`config.mk`:
```
export PLATFORM = sky130hd
export DESIGN_NAME = time_slotted_servo_pulse_generator
export DESIGN_NICKNAME = d
export VERILOG_FILES = /design/src/hdl/tsspg_pkg.sv /design/src/hdl/time_slotted_servo_pulse_generator.sv /design/src/hdl/tsspg_ctrl.sv /design/src/hdl/tsspg_dp.sv
export SDC_FILE = /design/constraint.sdc
export NUM_CORES = 1
export LEC_CHECK = 0
export BUFFER_PORTS_ARGS = -buffer_cell sky130_fd_sc_hd__buf_2
export CAP_MARGIN = 20
export CORE_UTILIZATION = 35
export CTS_BUF_LIST = sky130_fd_sc_hd__clkbuf_8
export CTS_CLUSTER_DIAMETER = 150
export CTS_CLUSTER_SIZE = 10
export DETAILED_ROUTE_END_ITERATION = 16
export GPL_ROUTABILITY_DRIVEN = 0
export SLEW_MARGIN = 25
export SYNTH_ARGS = -nofsm -noshare
export SYNTH_HDL_FRONTEND = slang
export SYNTH_SLANG_ARGS = --single-unit
```
`constraint.sdc`:
```
create_clock -name clk -period 5.5 [get_ports clk]
set_input_delay 0.55 -clock clk [delete_from_list [all_inputs] [get_ports clk]]
set_output_delay 0.55 -clock clk [all_outputs]
set_load 0.03 [all_outputs]
```
`src/hdl/tsspg_pkg.sv`:
```
// Package with the word types, codes and controller interface structs of the servo pulse generator.
`timescale 1ns / 1ps

package tsspg_pkg;

  // Command codes carried by an input word.
  localparam logic [1:0] CMD_TICK   = 2'd0;
  localparam logic [1:0] CMD_SET    = 2'd1;
  localparam logic [1:0] CMD_REMOVE = 2'd2;

  // Level event codes.
  localparam logic [1:0] LEVEL_NONE = 2'd0;
  localparam logic [1:0] LEVEL_HIGH = 2'd1;
  localparam logic [1:0] LEVEL_LOW  = 2'd2;

  // Status codes.
  localparam logic [2:0] STATUS_TICK      = 3'd0;
  localparam logic [2:0] STATUS_UPDATED   = 3'd1;
  localparam logic [2:0] STATUS_INSERTED  = 3'd2;
  localparam logic [2:0] STATUS_FULL      = 3'd3;
  localparam logic [2:0] STATUS_REMOVED   = 3'd4;
  localparam logic [2:0] STATUS_NOT_FOUND = 3'd5;

  // Configuration register indexes.
  localparam logic [1:0] REG_MIN_PULSE   = 2'd0;
  localparam logic [1:0] REG_MAX_PULSE   = 2'd1;
  localparam logic [1:0] REG_SLOT_MARGIN = 2'd2;

  // Configuration reset values.
  localparam logic [15:0] MIN_PULSE_RESET   = 16'd1000;
  localparam logic [15:0] MAX_PULSE_RESET   = 16'd5000;
  localparam logic [12:0] SLOT_MARGIN_RESET = 13'd100;

  // Slot period limits.
  localparam logic [15:0] PERIOD_MAX = 16'hFFFF;
  localparam logic [15:0] PERIOD_MIN = 16'd2;

  typedef struct packed {
    logic [1:0]  cmd;
    logic [7:0]  pin_number;
    logic [15:0] width_ticks;
  } in_word_t;

  typedef struct packed {
    logic [7:0] event_pin;
    logic [1:0] level_event;
    logic [2:0] status;
  } out_word_t;

  // Commands from the controller to the datapath.
  typedef struct packed {
    logic accept;
    logic tick_rd;
    logic tick_exec;
    logic scan;
    logic commit;
  } ctrl_cmd_t;

  // Status from the datapath to the controller.
  typedef struct packed {
    logic out_free;
    logic scan_done;
  } ctrl_status_t;

endpackage

```
`src/hdl/time_slotted_servo_pulse_generator.sv`:
```
// Top level of the time-slotted servo pulse generator.
//
// Words enter on the in_ channel (valid/stall): a tick, a set of a pin's
// pulse width, or a remove of a pin. Every tick, set and remove word gives
// exactly one result word on the out_ channel; command code 3 is taken and
// dropped. The cfg_ port writes the minimum and maximum pulse width and the
// slot margin while the block is idle; the user must keep to this, as the
// block does not enforce it. A tick passes through ST_TICK_RD, a registered
// read of the slot memory at the current slot, and ST_TICK_EX, which loads
// the result into the output register. A set or remove scans the slot
// table in ST_SCAN one entry a cycle through the memory's read port, then
// commits the outcome in ST_COMMIT once the output register is free.
// A new word is accepted once the previous one has reached the output
// register, so input and output overlap by one word.
// Reset empties every slot, clears the slot timer and the output register,
// and restores the configuration reset values; no clearing pass is needed.
// While the receiver stalls, the output word holds and the block waits in
// ST_TICK_EX or ST_COMMIT with in_stall high until the output register frees.
`timescale 1ns / 1ps

module time_slotted_servo_pulse_generator #(
  parameter int SLOT_COUNT = 8
) (
  input  logic                 clk,
  input  logic                 rst_n,
  input  logic                 in_valid,
  output logic                 in_stall,
  input  tsspg_pkg::in_word_t  in_word,
  output logic                 out_valid,
  input  logic                 out_stall,
  output tsspg_pkg::out_word_t out_word,
  input  logic                 cfg_we,
  input  logic [1:0]           cfg_index,
  input  logic [15:0]          cfg_wdata
);
  import tsspg_pkg::*;

  ctrl_cmd_t    cmd;
  ctrl_status_t sts;

  // Sequencer.
  tsspg_ctrl u_ctrl (
    .clk      (clk),
    .rst_n    (rst_n),
    .in_valid (in_valid),
    .in_cmd   (in_word.cmd),
    .in_stall (in_stall),
    .sts      (sts),
    .cmd      (cmd)
  );

  // Slot table, timer and output register.
  tsspg_dp #(
    .SLOT_COUNT (SLOT_COUNT)
  ) u_dp (
    .clk       (clk),
    .rst_n     (rst_n),
    .in_word   (in_word),
    .cfg_we    (cfg_we),
    .cfg_index (cfg_index),
    .cfg_wdata (cfg_wdata),
    .out_valid (out_valid),
    .out_stall (out_stall),
    .out_word  (out_word),
    .cmd       (cmd),
    .sts       (sts)
  );

endmodule

```
`src/hdl/tsspg_ctrl.sv`:
```
// Controller state machine that sequences tick, set and remove words.
`timescale 1ns / 1ps

module tsspg_ctrl (
  input  logic                  clk,
  input  logic                  rst_n,
  input  logic                  in_valid,
  input  logic [1:0]            in_cmd,
  output logic                  in_stall,
  input  tsspg_pkg::ctrl_status_t sts,
  output tsspg_pkg::ctrl_cmd_t  cmd
);
  import tsspg_pkg::*;

  typedef enum logic [2:0] {
    ST_IDLE,
    ST_TICK_RD,
    ST_TICK_EX,
    ST_SCAN,
    ST_COMMIT
  } state_t;

  state_t state_r;
  state_t state_nxt;

  // Commands decode from the state, gated by in_valid and the datapath status.
  always_comb begin
    in_stall       = (state_r != ST_IDLE);
    cmd            = '0;
    cmd.accept     = (state_r == ST_IDLE) && in_valid;
    cmd.tick_rd    = (state_r == ST_TICK_RD);
    cmd.tick_exec  = (state_r == ST_TICK_EX) && sts.out_free;
    cmd.scan       = (state_r == ST_SCAN);
    cmd.commit     = (state_r == ST_COMMIT) && sts.out_free;
  end

  // Next state.
  always_comb begin
    state_nxt = state_r;
    unique case (state_r)
      ST_IDLE: begin
        if (in_valid) begin
          if (in_cmd == CMD_TICK) begin
            state_nxt = ST_TICK_RD;
          end else if (in_cmd == CMD_SET || in_cmd == CMD_REMOVE) begin
            state_nxt = ST_SCAN;
          end
        end
      end
      ST_TICK_RD: state_nxt = ST_TICK_EX;
      ST_TICK_EX: begin
        if (sts.out_free) state_nxt = ST_IDLE;
      end
      ST_SCAN: begin
        if (sts.scan_done) state_nxt = ST_COMMIT;
      end
      ST_COMMIT: begin
        if (sts.out_free) state_nxt = ST_IDLE;
      end
      default: state_nxt = ST_IDLE;
    endcase
  end

  always_ff @(posedge clk) begin
    if (!rst_n) begin
      state_r <= ST_IDLE;
    end else begin
      state_r <= state_nxt;
    end
  end

endmodule

```
`src/hdl/tsspg_dp.sv`:
```
// Datapath with the slot table, slot timer, table scan and output register.
`timescale 1ns / 1ps

module tsspg_dp #(
  parameter int SLOT_COUNT = 8
) (
  input  logic                    clk,
  input  logic                    rst_n,
  input  tsspg_pkg::in_word_t     in_word,
  input  logic                    cfg_we,
  input  logic [1:0]              cfg_index,
  input  logic [15:0]             cfg_wdata,
  output logic                    out_valid,
  input  logic                    out_stall,
  output tsspg_pkg::out_word_t    out_word,
  input  tsspg_pkg::ctrl_cmd_t    cmd,
  output tsspg_pkg::ctrl_status_t sts
);
  import tsspg_pkg::*;

  localparam int IDX_W = (SLOT_COUNT > 1) ? $clog2(SLOT_COUNT) : 1;
  localparam logic [IDX_W-1:0] LAST_IDX = IDX_W'(SLOT_COUNT - 1);

  typedef struct packed {
    logic [7:0]  pin;
    logic [15:0] width;
  } slot_t;

  // Configuration registers.
  logic [15:0] min_r, max_r;
  logic [12:0] margin_r;

  // Slot table: pins and widths in a memory, active flags in flip-flops.
  slot_t                 slot_mem [SLOT_COUNT];
  slot_t                 rd_data_r;
  logic [IDX_W-1:0]      rd_addr;
  logic                  mem_we;
  logic [IDX_W-1:0]      mem_addr;
  slot_t                 mem_wdata;
  logic [SLOT_COUNT-1:0] valid_r, valid_nxt;

  // Slot timer state.
  logic [IDX_W-1:0] cs_r, cs_nxt;
  logic [15:0]      tick_r, tick_nxt;
  logic [7:0]       lpin_r, lpin_nxt;
  logic [15:0]      lwidth_r, lwidth_nxt;
  logic             pulse_r, pulse_nxt;

  // Accepted word, with the set width already clamped.
  logic [1:0]  cmd_r;
  logic [7:0]  pin_r;
  logic [15:0] width_r;
  logic [15:0] clamp_hi, clamp_lo, clamp_w;

  // Scan state.
  logic [IDX_W-1:0] scan_idx_r, scan_idx_nxt;
  logic             issued_all_r, issued_all_nxt;
  logic             eval_vld_r, eval_vld_nxt;
  logic [IDX_W-1:0] eval_idx_r, eval_idx_nxt;
  logic             found_r, found_nxt;
  logic [IDX_W-1:0] match_idx_r, match_idx_nxt;
  logic             empty_r, empty_nxt;
  logic [IDX_W-1:0] ins_idx_r, ins_idx_nxt;

  // Output register.
  logic      out_valid_r, out_valid_nxt;
  out_word_t out_word_r, out_word_nxt;
  logic      load_out;

  // Period and tick arithmetic.
  logic [16:0] period_sum, t_inc;
  logic [15:0] period;

  // Width clamp: maximum first, then minimum, and never zero.
  always_comb begin
    clamp_hi = (in_word.width_ticks > max_r) ? max_r : in_word.width_ticks;
    clamp_lo = (clamp_hi < min_r) ? min_r : clamp_hi;
    clamp_w  = (clamp_lo == 16'd0) ? 16'd1 : clamp_lo;
  end

  // Slot period saturates into its legal range.
  always_comb begin
    period_sum = {1'b0, max_r} + {4'b0, margin_r};
    if (period_sum > {1'b0, PERIOD_MAX}) begin
      period = PERIOD_MAX;
    end else if (period_sum < {1'b0, PERIOD_MIN}) begin
      period = PERIOD_MIN;
    end else begin
      period = period_sum[15:0];
    end
    t_inc = {1'b0, tick_r} + 17'd1;
  end

  assign rd_addr = cmd.tick_rd ? cs_r : scan_idx_r;

  assign sts.out_free  = !out_valid_r || !out_stall;
  assign sts.scan_done = eval_vld_r && (eval_idx_r == LAST_IDX);

  // Next-state logic for the timer, scan, table and output.
  always_comb begin
    valid_nxt      = valid_r;
    cs_nxt         = cs_r;
    tick_nxt       = tick_r;
    lpin_nxt       = lpin_r;
    lwidth_nxt     = lwidth_r;
    pulse_nxt      = pulse_r;
    scan_idx_nxt   = scan_idx_r;
    issued_all_nxt = issued_all_r;
    eval_vld_nxt   = 1'b0;
    eval_idx_nxt   = eval_idx_r;
    found_nxt      = found_r;
    match_idx_nxt  = match_idx_r;
    empty_nxt      = empty_r;
    ins_idx_nxt    = ins_idx_r;
    mem_we         = 1'b0;
    mem_addr       = match_idx_r;
    mem_wdata      = '{pin: pin_r, width: width_r};
    load_out       = 1'b0;
    out_word_nxt   = out_word_r;

    // A new word restarts the scan.
    if (cmd.accept) begin
      scan_idx_nxt   = '0;
      issued_all_nxt = 1'b0;
      found_nxt      = 1'b0;
      empty_nxt      = 1'b0;
    end

    // Scan issues one slot read a cycle and checks the previous read.
    if (cmd.scan) begin
      if (!issued_all_r) begin
        eval_vld_nxt = 1'b1;
        eval_idx_nxt = scan_idx_r;
        if (scan_idx_r == LAST_IDX) begin
          issued_all_nxt = 1'b1;
        end else begin
          scan_idx_nxt = scan_idx_r + 1'b1;
        end
      end
      if (eval_vld_r) begin
        if (!valid_r[eval_idx_r]) begin
          empty_nxt   = 1'b1;
          ins_idx_nxt = eval_idx_r;
        end else if (rd_data_r.pin == pin_r && !found_r) begin
          found_nxt     = 1'b1;
          match_idx_nxt = eval_idx_r;
        end
      end
    end

    // Tick: start, end or hold the current slot's pulse, and advance the slot timer.
    if (cmd.tick_exec) begin
      load_out     = 1'b1;
      out_word_nxt = '{event_pin: 8'd0, level_event: LEVEL_NONE, status: STATUS_TICK};
      if (tick_r == 16'd0) begin
        if (valid_r[cs_r]) begin
          lpin_nxt     = rd_data_r.pin;
          lwidth_nxt   = rd_data_r.width;
          pulse_nxt    = 1'b1;
          out_word_nxt = '{event_pin: rd_data_r.pin, level_event: LEVEL_HIGH,
                           status: STATUS_TICK};
        end
      end else if (pulse_r && (tick_r >= lwidth_r || t_inc >= {1'b0, period})) begin
        pulse_nxt    = 1'b0;
        out_word_nxt = '{event_pin: lpin_r, level_event: LEVEL_LOW, status: STATUS_TICK};
      end
      if (t_inc >= {1'b0, period}) begin
        tick_nxt = 16'd0;
        cs_nxt   = (cs_r == LAST_IDX) ? '0 : cs_r + 1'b1;
      end else begin
        tick_nxt = t_inc[15:0];
      end
    end

    // Commit the outcome of a set or remove scan.
    if (cmd.commit) begin
      load_out     = 1'b1;
      out_word_nxt = '{event_pin: pin_r, level_event: LEVEL_NONE, status: STATUS_FULL};
      if (cmd_r == CMD_SET) begin
        if (found_r) begin
          mem_we              = 1'b1;
          mem_addr            = match_idx_r;
          out_word_nxt.status = STATUS_UPDATED;
        end else if (empty_r) begin
          mem_we              = 1'b1;
          mem_addr            = ins_idx_r;
          valid_nxt[ins_idx_r] = 1'b1;
          out_word_nxt.status = STATUS_INSERTED;
        end
      end else begin
        if (found_r) begin
          valid_nxt[match_idx_r] = 1'b0;
          out_word_nxt.status    = STATUS_REMOVED;
          if (pulse_r && cs_r == match_idx_r) begin
            pulse_nxt                = 1'b0;
            out_word_nxt.level_event = LEVEL_LOW;
          end
        end else begin
          out_word_nxt.status = STATUS_NOT_FOUND;
        end
      end
    end

    // Output register holds until the receiver takes the word.
    out_valid_nxt = out_valid_r && out_stall;
    if (load_out) out_valid_nxt = 1'b1;
  end

  // Control and timer registers.
  always_ff @(posedge clk) begin
    if (!rst_n) begin
      valid_r      <= '0;
      cs_r         <= '0;
      tick_r       <= 16'd0;
      lpin_r       <= 8'd0;
      lwidth_r     <= 16'd0;
      pulse_r      <= 1'b0;
      scan_idx_r   <= '0;
      issued_all_r <= 1'b0;
      eval_vld_r   <= 1'b0;
      eval_idx_r   <= '0;
      found_r      <= 1'b0;
      match_idx_r  <= '0;
      empty_r      <= 1'b0;
      ins_idx_r    <= '0;
      out_valid_r  <= 1'b0;
    end else begin
      valid_r      <= valid_nxt;
      cs_r         <= cs_nxt;
      tick_r       <= tick_nxt;
      lpin_r       <= lpin_nxt;
      lwidth_r     <= lwidth_nxt;
      pulse_r      <= pulse_nxt;
      scan_idx_r   <= scan_idx_nxt;
      issued_all_r <= issued_all_nxt;
      eval_vld_r   <= eval_vld_nxt;
      eval_idx_r   <= eval_idx_nxt;
      found_r      <= found_nxt;
      match_idx_r  <= match_idx_nxt;
      empty_r      <= empty_nxt;
      ins_idx_r    <= ins_idx_nxt;
      out_valid_r  <= out_valid_nxt;
    end
  end

  // Configuration registers.
  always_ff @(posedge clk) begin
    if (!rst_n) begin
      min_r    <= MIN_PULSE_RESET;
      max_r    <= MAX_PULSE_RESET;
      margin_r <= SLOT_MARGIN_RESET;
    end else if (cfg_we) begin
      unique case (cfg_index)
        REG_MIN_PULSE:   min_r    <= cfg_wdata;
        REG_MAX_PULSE:   max_r    <= cfg_wdata;
        REG_SLOT_MARGIN: margin_r <= cfg_wdata[12:0];
        default: ;
      endcase
    end
  end

  // Payload registers: accepted word and output word.
  always_ff @(posedge clk) begin
    if (cmd.accept) begin
      cmd_r   <= in_word.cmd;
      pin_r   <= in_word.pin_number;
      width_r <= clamp_w;
    end
    out_word_r <= out_word_nxt;
  end

  // Slot memory with one write port and a registered read port. The read
  // data holds while a tick waits for the output register to free.
  always_ff @(posedge clk) begin
    if (mem_we) slot_mem[mem_addr] <= mem_wdata;
    if (cmd.tick_rd || cmd.scan) rd_data_r <= slot_mem[rd_addr];
  end

  assign out_valid = out_valid_r;
  assign out_word  = out_word_r;

endmodule

```
### Yosys cells after proc, flatten, opt, wreduce, memory -nomap -nowiden

Memories as Yosys holds them, arrays and structs flattened. A register that Yosys moved wholly into a read port is not among the register bits.
Index checks and enable logic that the tools add are counted.

| storage, ports and cells | value |
|---|---|
| bits in registers | 156 |
| latch bits | 0 |
| bits in writable memories | 192 |
| memory bits (read-only) | 0 |
| bits of input ports | 49 |
| output and inout bits | 15 |
| memories kept | 1 |

Memory list:

| memory | depth | bits a word | read ports | clocked after Yosys merged registers in | wr ports | line | source |
|---|---|---|---|---|---|---|---|
| u_dp.slot_mem | 8 | 24 | 1 | 1 | 1 | tsspg_dp.sv:34 | `slot_t slot_mem [SLOT_COUNT];` |

| operators by class | value |
|---|---|
| $add $sub $neg | 4 |
| $mul | 0 |
| divide/modulo/power cells | 0 |
| magnitude comparators | 12 |
| equal/unequal tests | 19 |
| shifts and indexed selects | 0 |
| mux-type cells | 76 |
| bitwise gates (word level) | 5 |
| reductions and logical operators | 38 |

Operator list:

| cell | number |
|---|---|
| $mux W16 | 5 |
| $mux W13 | 5 |
| $mux W3 | 17 |
| $mux W1 | 37 |
| $logic_not A16 Y1 | 2 |
| $mux W8 | 4 |
| $add A16 B1 Y17 const B | 1 |
| $add A16 B13 Y17 | 1 |
| $ge A17 B16 Y1 | 1 |
| $gt A17 B16 Y1 const B | 1 |
| $lt A17 B2 Y1 const B | 1 |
| $ge A16 B16 Y1 | 1 |
| $gt A16 B16 Y1 | 1 |
| $lt A16 B16 Y1 | 1 |
| $lt A3 B4 Y1 const B | 4 |
| $eq A3 B3 Y1 const B | 4 |
| $pmux W3 S4 | 1 |
| $reduce_and A2 Y1 | 6 |
| $reduce_and A4 Y1 | 3 |
| $logic_and A1 B1 Y1 | 10 |
| $and A8 B8 Y8 | 1 |
| $eq A8 B8 Y1 | 1 |
| $not A8 Y8 | 1 |
| $or A8 B8 Y8 | 1 |
| other kinds (22) | 44 |

### Logic depth before layout (Yosys ltp)

| logic depth | value |
|---|---|
| depth after elaboration | 14 |
| gate-level depth with buffers | 22 |

### Modules after synthesis

Synthesis repeated with hierarchy kept, for this count alone.

| second synthesis, totals | value |
|---|---|
| cell total of the unflattened synthesis | 1395 |
| area total of the unflattened synthesis | 17618.1 µm² |

By module, submodules not included:

| module | instances | cells each | area an instance (µm²) | sequential area each (µm²) |
|---|---|---|---|---|
| tsspg_dp | 1 | 1361 | 17347.9 | 9939.5 |
| tsspg_ctrl | 1 | 34 | 270.3 | 60.1 |

### Worst setup path before layout

OpenSTA, ideal clock, no wires.

| timing path | value |
|---|---|
| path type | reg2reg |
| start | reg u_dp.max_r[0] |
| end | reg u_dp.tick_r[0] |
| setup time | 0.071 ns |
| data arrival time | 4.391 ns |
| required time | 5.429 ns |
| setup slack | 1.039 ns |
| cell stages (with the launch flop) | 23 |
| period minus slack after synthesis | 4.461 ns |
| cells stage by stage | dfxtp_1 ha_1 inv_1 fa_1 nand2b_1 a21oi_1 o21ai_1 o311ai_1 xor2_1 or4_1 nor4_1 a31oi_1 ha_1 nor2b_1 o21a_1 o21ai_0 a21oi_1 o21ai_0 and3_1 clkbuf_1 buf_2 nand2_1 a21oi_1 |

| on the way | value |
|---|---|
| word-level cells in the longest chain between the ends | 6 |
| elaborated cells between the ends (all ways) | 7 |
| those cells by class | add/sub: 1; order compare: 3; mux: 3 |

RTL lines:

| what | line | source |
|---|---|---|
| from (decl) | tsspg_dp.sv:30 | `logic [15:0] min_r, max_r;` |
| from (signal assigned) | tsspg_dp.sv:255 | `REG_MAX_PULSE: max_r <= cfg_wdata;` |
| $add A16 B13 Y17 * | tsspg_dp.sv:83 | `period_sum = {1'b0, max_r} + {4'b0, margin_r};` |
| $lt A17 B2 Y1 | tsspg_dp.sv:86 | `end else if (period_sum < {1'b0, PERIOD_MIN}) begin` |
| $mux W16 | tsspg_dp.sv:86 |  |
| $mux W16 * | tsspg_dp.sv:84 | `if (period_sum > {1'b0, PERIOD_MAX}) begin` |
| $ge A17 B16 Y1 * | tsspg_dp.sv:167 | `if (t_inc >= {1'b0, period}) begin` |
| $mux W16 * | tsspg_dp.sv:167 |  |
| to (signal assigned) | tsspg_dp.sv:230 | `tick_r <= tick_nxt;` |
| to (decl) | tsspg_dp.sv:44 | `logic [15:0] tick_r, tick_nxt;` |

Every way passes the cells marked *; elsewhere a longest branch is shown, timed or not.
A chain may end at the register's enable or synchronous reset.

==> results.yml <==
run_status:
  run_status: "complete, no violations"
power_and_ir_drop:
  ir_worst_vdd_mv: 0.189
  p_leak_nw: 6.95
  cellPowerDensity_mw_per_mm2: 274
floorplanning:
  core_mm2: 0.0488
  die_h_um: 224
  num_rows: 81
  dieArea_mm2: 0.0503
  pin_count: 64
  dieWidth_um: 224
  start_util_pct: 35.4
clocking:
  cts_root_buffer: "clkbuf_8"
  clock_sinks: 372
  cts_tree: "built"
  clock_latency_ps: 580
  cts_hold_buf: 0
  htree_levels: 2
  clock_path_buffers: 3
  cts_resized: 0
  numCtsBuffers: 43
  post_cts_buffers: 0
  cts.clk_slew.worst_paths_ps: 70
finish:
  stdcell_area_mm2: 0.0191
  syn_to_final_growth_pct: 10.8
  fillerInstances: 4734
  regArea_mm2: 0.0100
  multi_input_area_mm2: 0.00684
  fin_nets: 1614
  layout-drive-gt1-share_pct: 16.1
detailed_routing:
  drtAntennaViolNets: 0
  dr.pass1.iters: 5
  num_vias: 11313
  vias_per_cell: 5.19
  wire_per_inst_um: 18.7
  first_iter_violations: 671
  wirelength_mm: 40.7
  drc: 0
logic_synthesis:
  ys_types: 74
  yosysWarnings: 0
  synth-edff-count: 255
  ys_ff_latch: 372
  synthArstFlopShare_pct: 0
  ys.flop_type: "edfxtp_1"
  postSynthNetCount: 1547
  syn_avg_cell_area_um2: 12.2
  synth_area_mm2: 0.0173
  ys_seq_area_share_pct: 57.8
  syn_inst: 1415
place:
  hpwlAfterDp_mm: 26.6
  io_buffers: 63
  placed_area_mm2: 0.0184
timing:
  fmax_mhz: 196
  maxSlewViolCount: 0
  tns_ps: 0
  clock_skew_ps: 19.2
  slew_headroom_pct: 31.5
  rsz0062_at_grt: "no"
  setup_viol: 0
  fin_crit_sh_pct: 92.7
  hold_viol_final: 0
  period_needed_ps: 5100
  worstMarginPinSlew_ps: 1020
setup_path:
  worst_setup_path_start_kind: "register"
  r2r_slack_ps: 400
  required_ps: 5800
  worstSetupPathType: "reg -> reg"
  worstSetupEndpointType: "register"
  path_max_fanout: 9
  critPathArrivalTime_ps: 5400
global_routing:
  grt_util_all_layers_pct: 16.2
  antenna_found_initial: 0
  grt_pass1_vias: 11334
  grt_max_degree: 86
  grt_pass1_wl_mm: 63.7
  gr-total-overflow: 0
flow_run:
  max_cap_violations: 0
min_path:
  hold_path_class: "in -> reg"
-- cell families (layout without fill, tap and decap cells) --
group,Yosys count,in the layout,synth area share [%]
adder cells (fa/ha/maj),83,83,6.05
other,0,1,0
AND/OR/NAND/NOR,426,426,11.5
AO/OA/AOI/OAI,259,259,9.34
XOR/XNOR,37,37,1.87
multiplexers,109,109,10.4
flip-flops,372,372,57.8
buffers and inverters,129,228,3.02
-- worst paths after layout --
kind / from / end / cells past startpoint
worst max-delay path: u_dp.margin_r[0] / u_dp.out_word[9] / 20
worst min-delay path: in_word[19] / u_dp.pin_r[3] / 1
worst max register to register: u_dp.margin_r[0] / u_dp.out_word[9] / 20
worst min register to register: u_dp.lpin_r[7] / u_dp.lpin_r[7] / 2
-- synthesized netlist by cell type, types with 17 or more instances --
cell | instances | area [µm²]
mux4_2 | 52 | 1170
mux2_2 | 37 | 417
nor3_1 | 23 | 115
nor4_1 | 17 | 106
ha_1 | 82 | 1030
xor2_1 | 23 | 201
o21ai_0 | 48 | 240
a21o_1 | 18 | 135
nand2_1 | 196 | 736
inv_1 | 67 | 251
and3_1 | 18 | 113
dfxtp_1 | 117 | 2340
clkbuf_1 | 48 | 180
o211ai_1 | 17 | 128
edfxtp_1 | 255 | 7660
a21oi_1 | 107 | 536
nand3_1 | 30 | 150
nor2_1 | 70 | 263
-- sequential cells by signal, summed over array words and instances, names as in the netlist, 8 cells and up --
register        cells
u_dp.margin_r      13
u_dp.max_r         16
u_dp.rd_data_r     24
u_dp.lwidth_r      16
u_dp.width_r       16
u_dp.valid_r        8
u_dp.lpin_r         8
u_dp.tick_r        16
u_dp.slot_mem     192
u_dp.out_word      13
u_dp.pin_r          8
u_dp.min_r         16
-- cell type report --
class / count / share of cell area (%)
flip-flops and latches: 372 / 52.2
multi-input cells: 914 / 35.7
well taps: 664 / 4.34
clock buffers: 44 / 3.16
repair buffers: 84 / 2.54
inverters: 67 / 1.31
clock inverters: 33 / 0.719
diodes: 1 / 0.0131
-- critical path, stage by stage, from the launching register on --
cell,delay (ps)
dfxtp_1,340
ha_1,170
inv_1,50
fa_1,400
nand2b_1,180
a21oi_1,230
o21ai_1,140
o311ai_1,330
xor2_1,150
or4_1,530
nor4_1,190
a31oi_1,130
ha_1,300
nor2b_1,130
o21a_1,160
o21ai_0,150
a21oi_1,80
o21ai_0,370
nand3_1,220
nand4_1,380
o21ai_0,180
-- layout by cell type, fill, tap and decap left out, drive strengths merged, types with 50 or more instances in the layout --
master	n
a21oi	108
buf	84
dfxtp	117
edfxtp	255
ha	82
inv	99
mux4	52
nand2	196
nor2	71
o21ai	50
-- stage by stage --
| step | cells | total power, mW | hold WS [ps] | setup WS [ps] | util (%) |
|---|---|---|---|---|---|
| finish | 2179 | 5.24 | 151 | 402 | 39.2 |
| global route | 2178 | 5.45 | 120 | 128 | 39.2 |
| CTS | 2178 | 5.29 | 111 | 416 | 39.2 |
| detailed placement | 2101 | 3.57 | 447 | 427 | 37.7 |
| global placement | 2101 | 3.57 | 443 | 523 | 37.7 |
| floorplan | 1415 | 3.43 | 436 | 1040 | - |
-- routing by layer --
metal	part of all wire, %	vias up	GRT usage [%]	wire (µm)
li1	-	5405	-	-
met1	46	5558	21.7	18600
met2	47	273	27.3	19300
met3	4.4	77	2.21	1810
met4	2.3	0	4.96	937
met5	0	-	0	0
-- report_power, final --
| part | internal [mW] | total [mW] | switching [mW] |
|---|---|---|---|
| sequential | 3.06 | 3.13 | 0.0700 |
| combinational | 0.144 | 0.382 | 0.238 |
| clock | 0.748 | 1.73 | 0.977 |
| total | 3.95 | 5.24 | 1.28 |
Note: power is estimated with default switching activity, not from simulation.
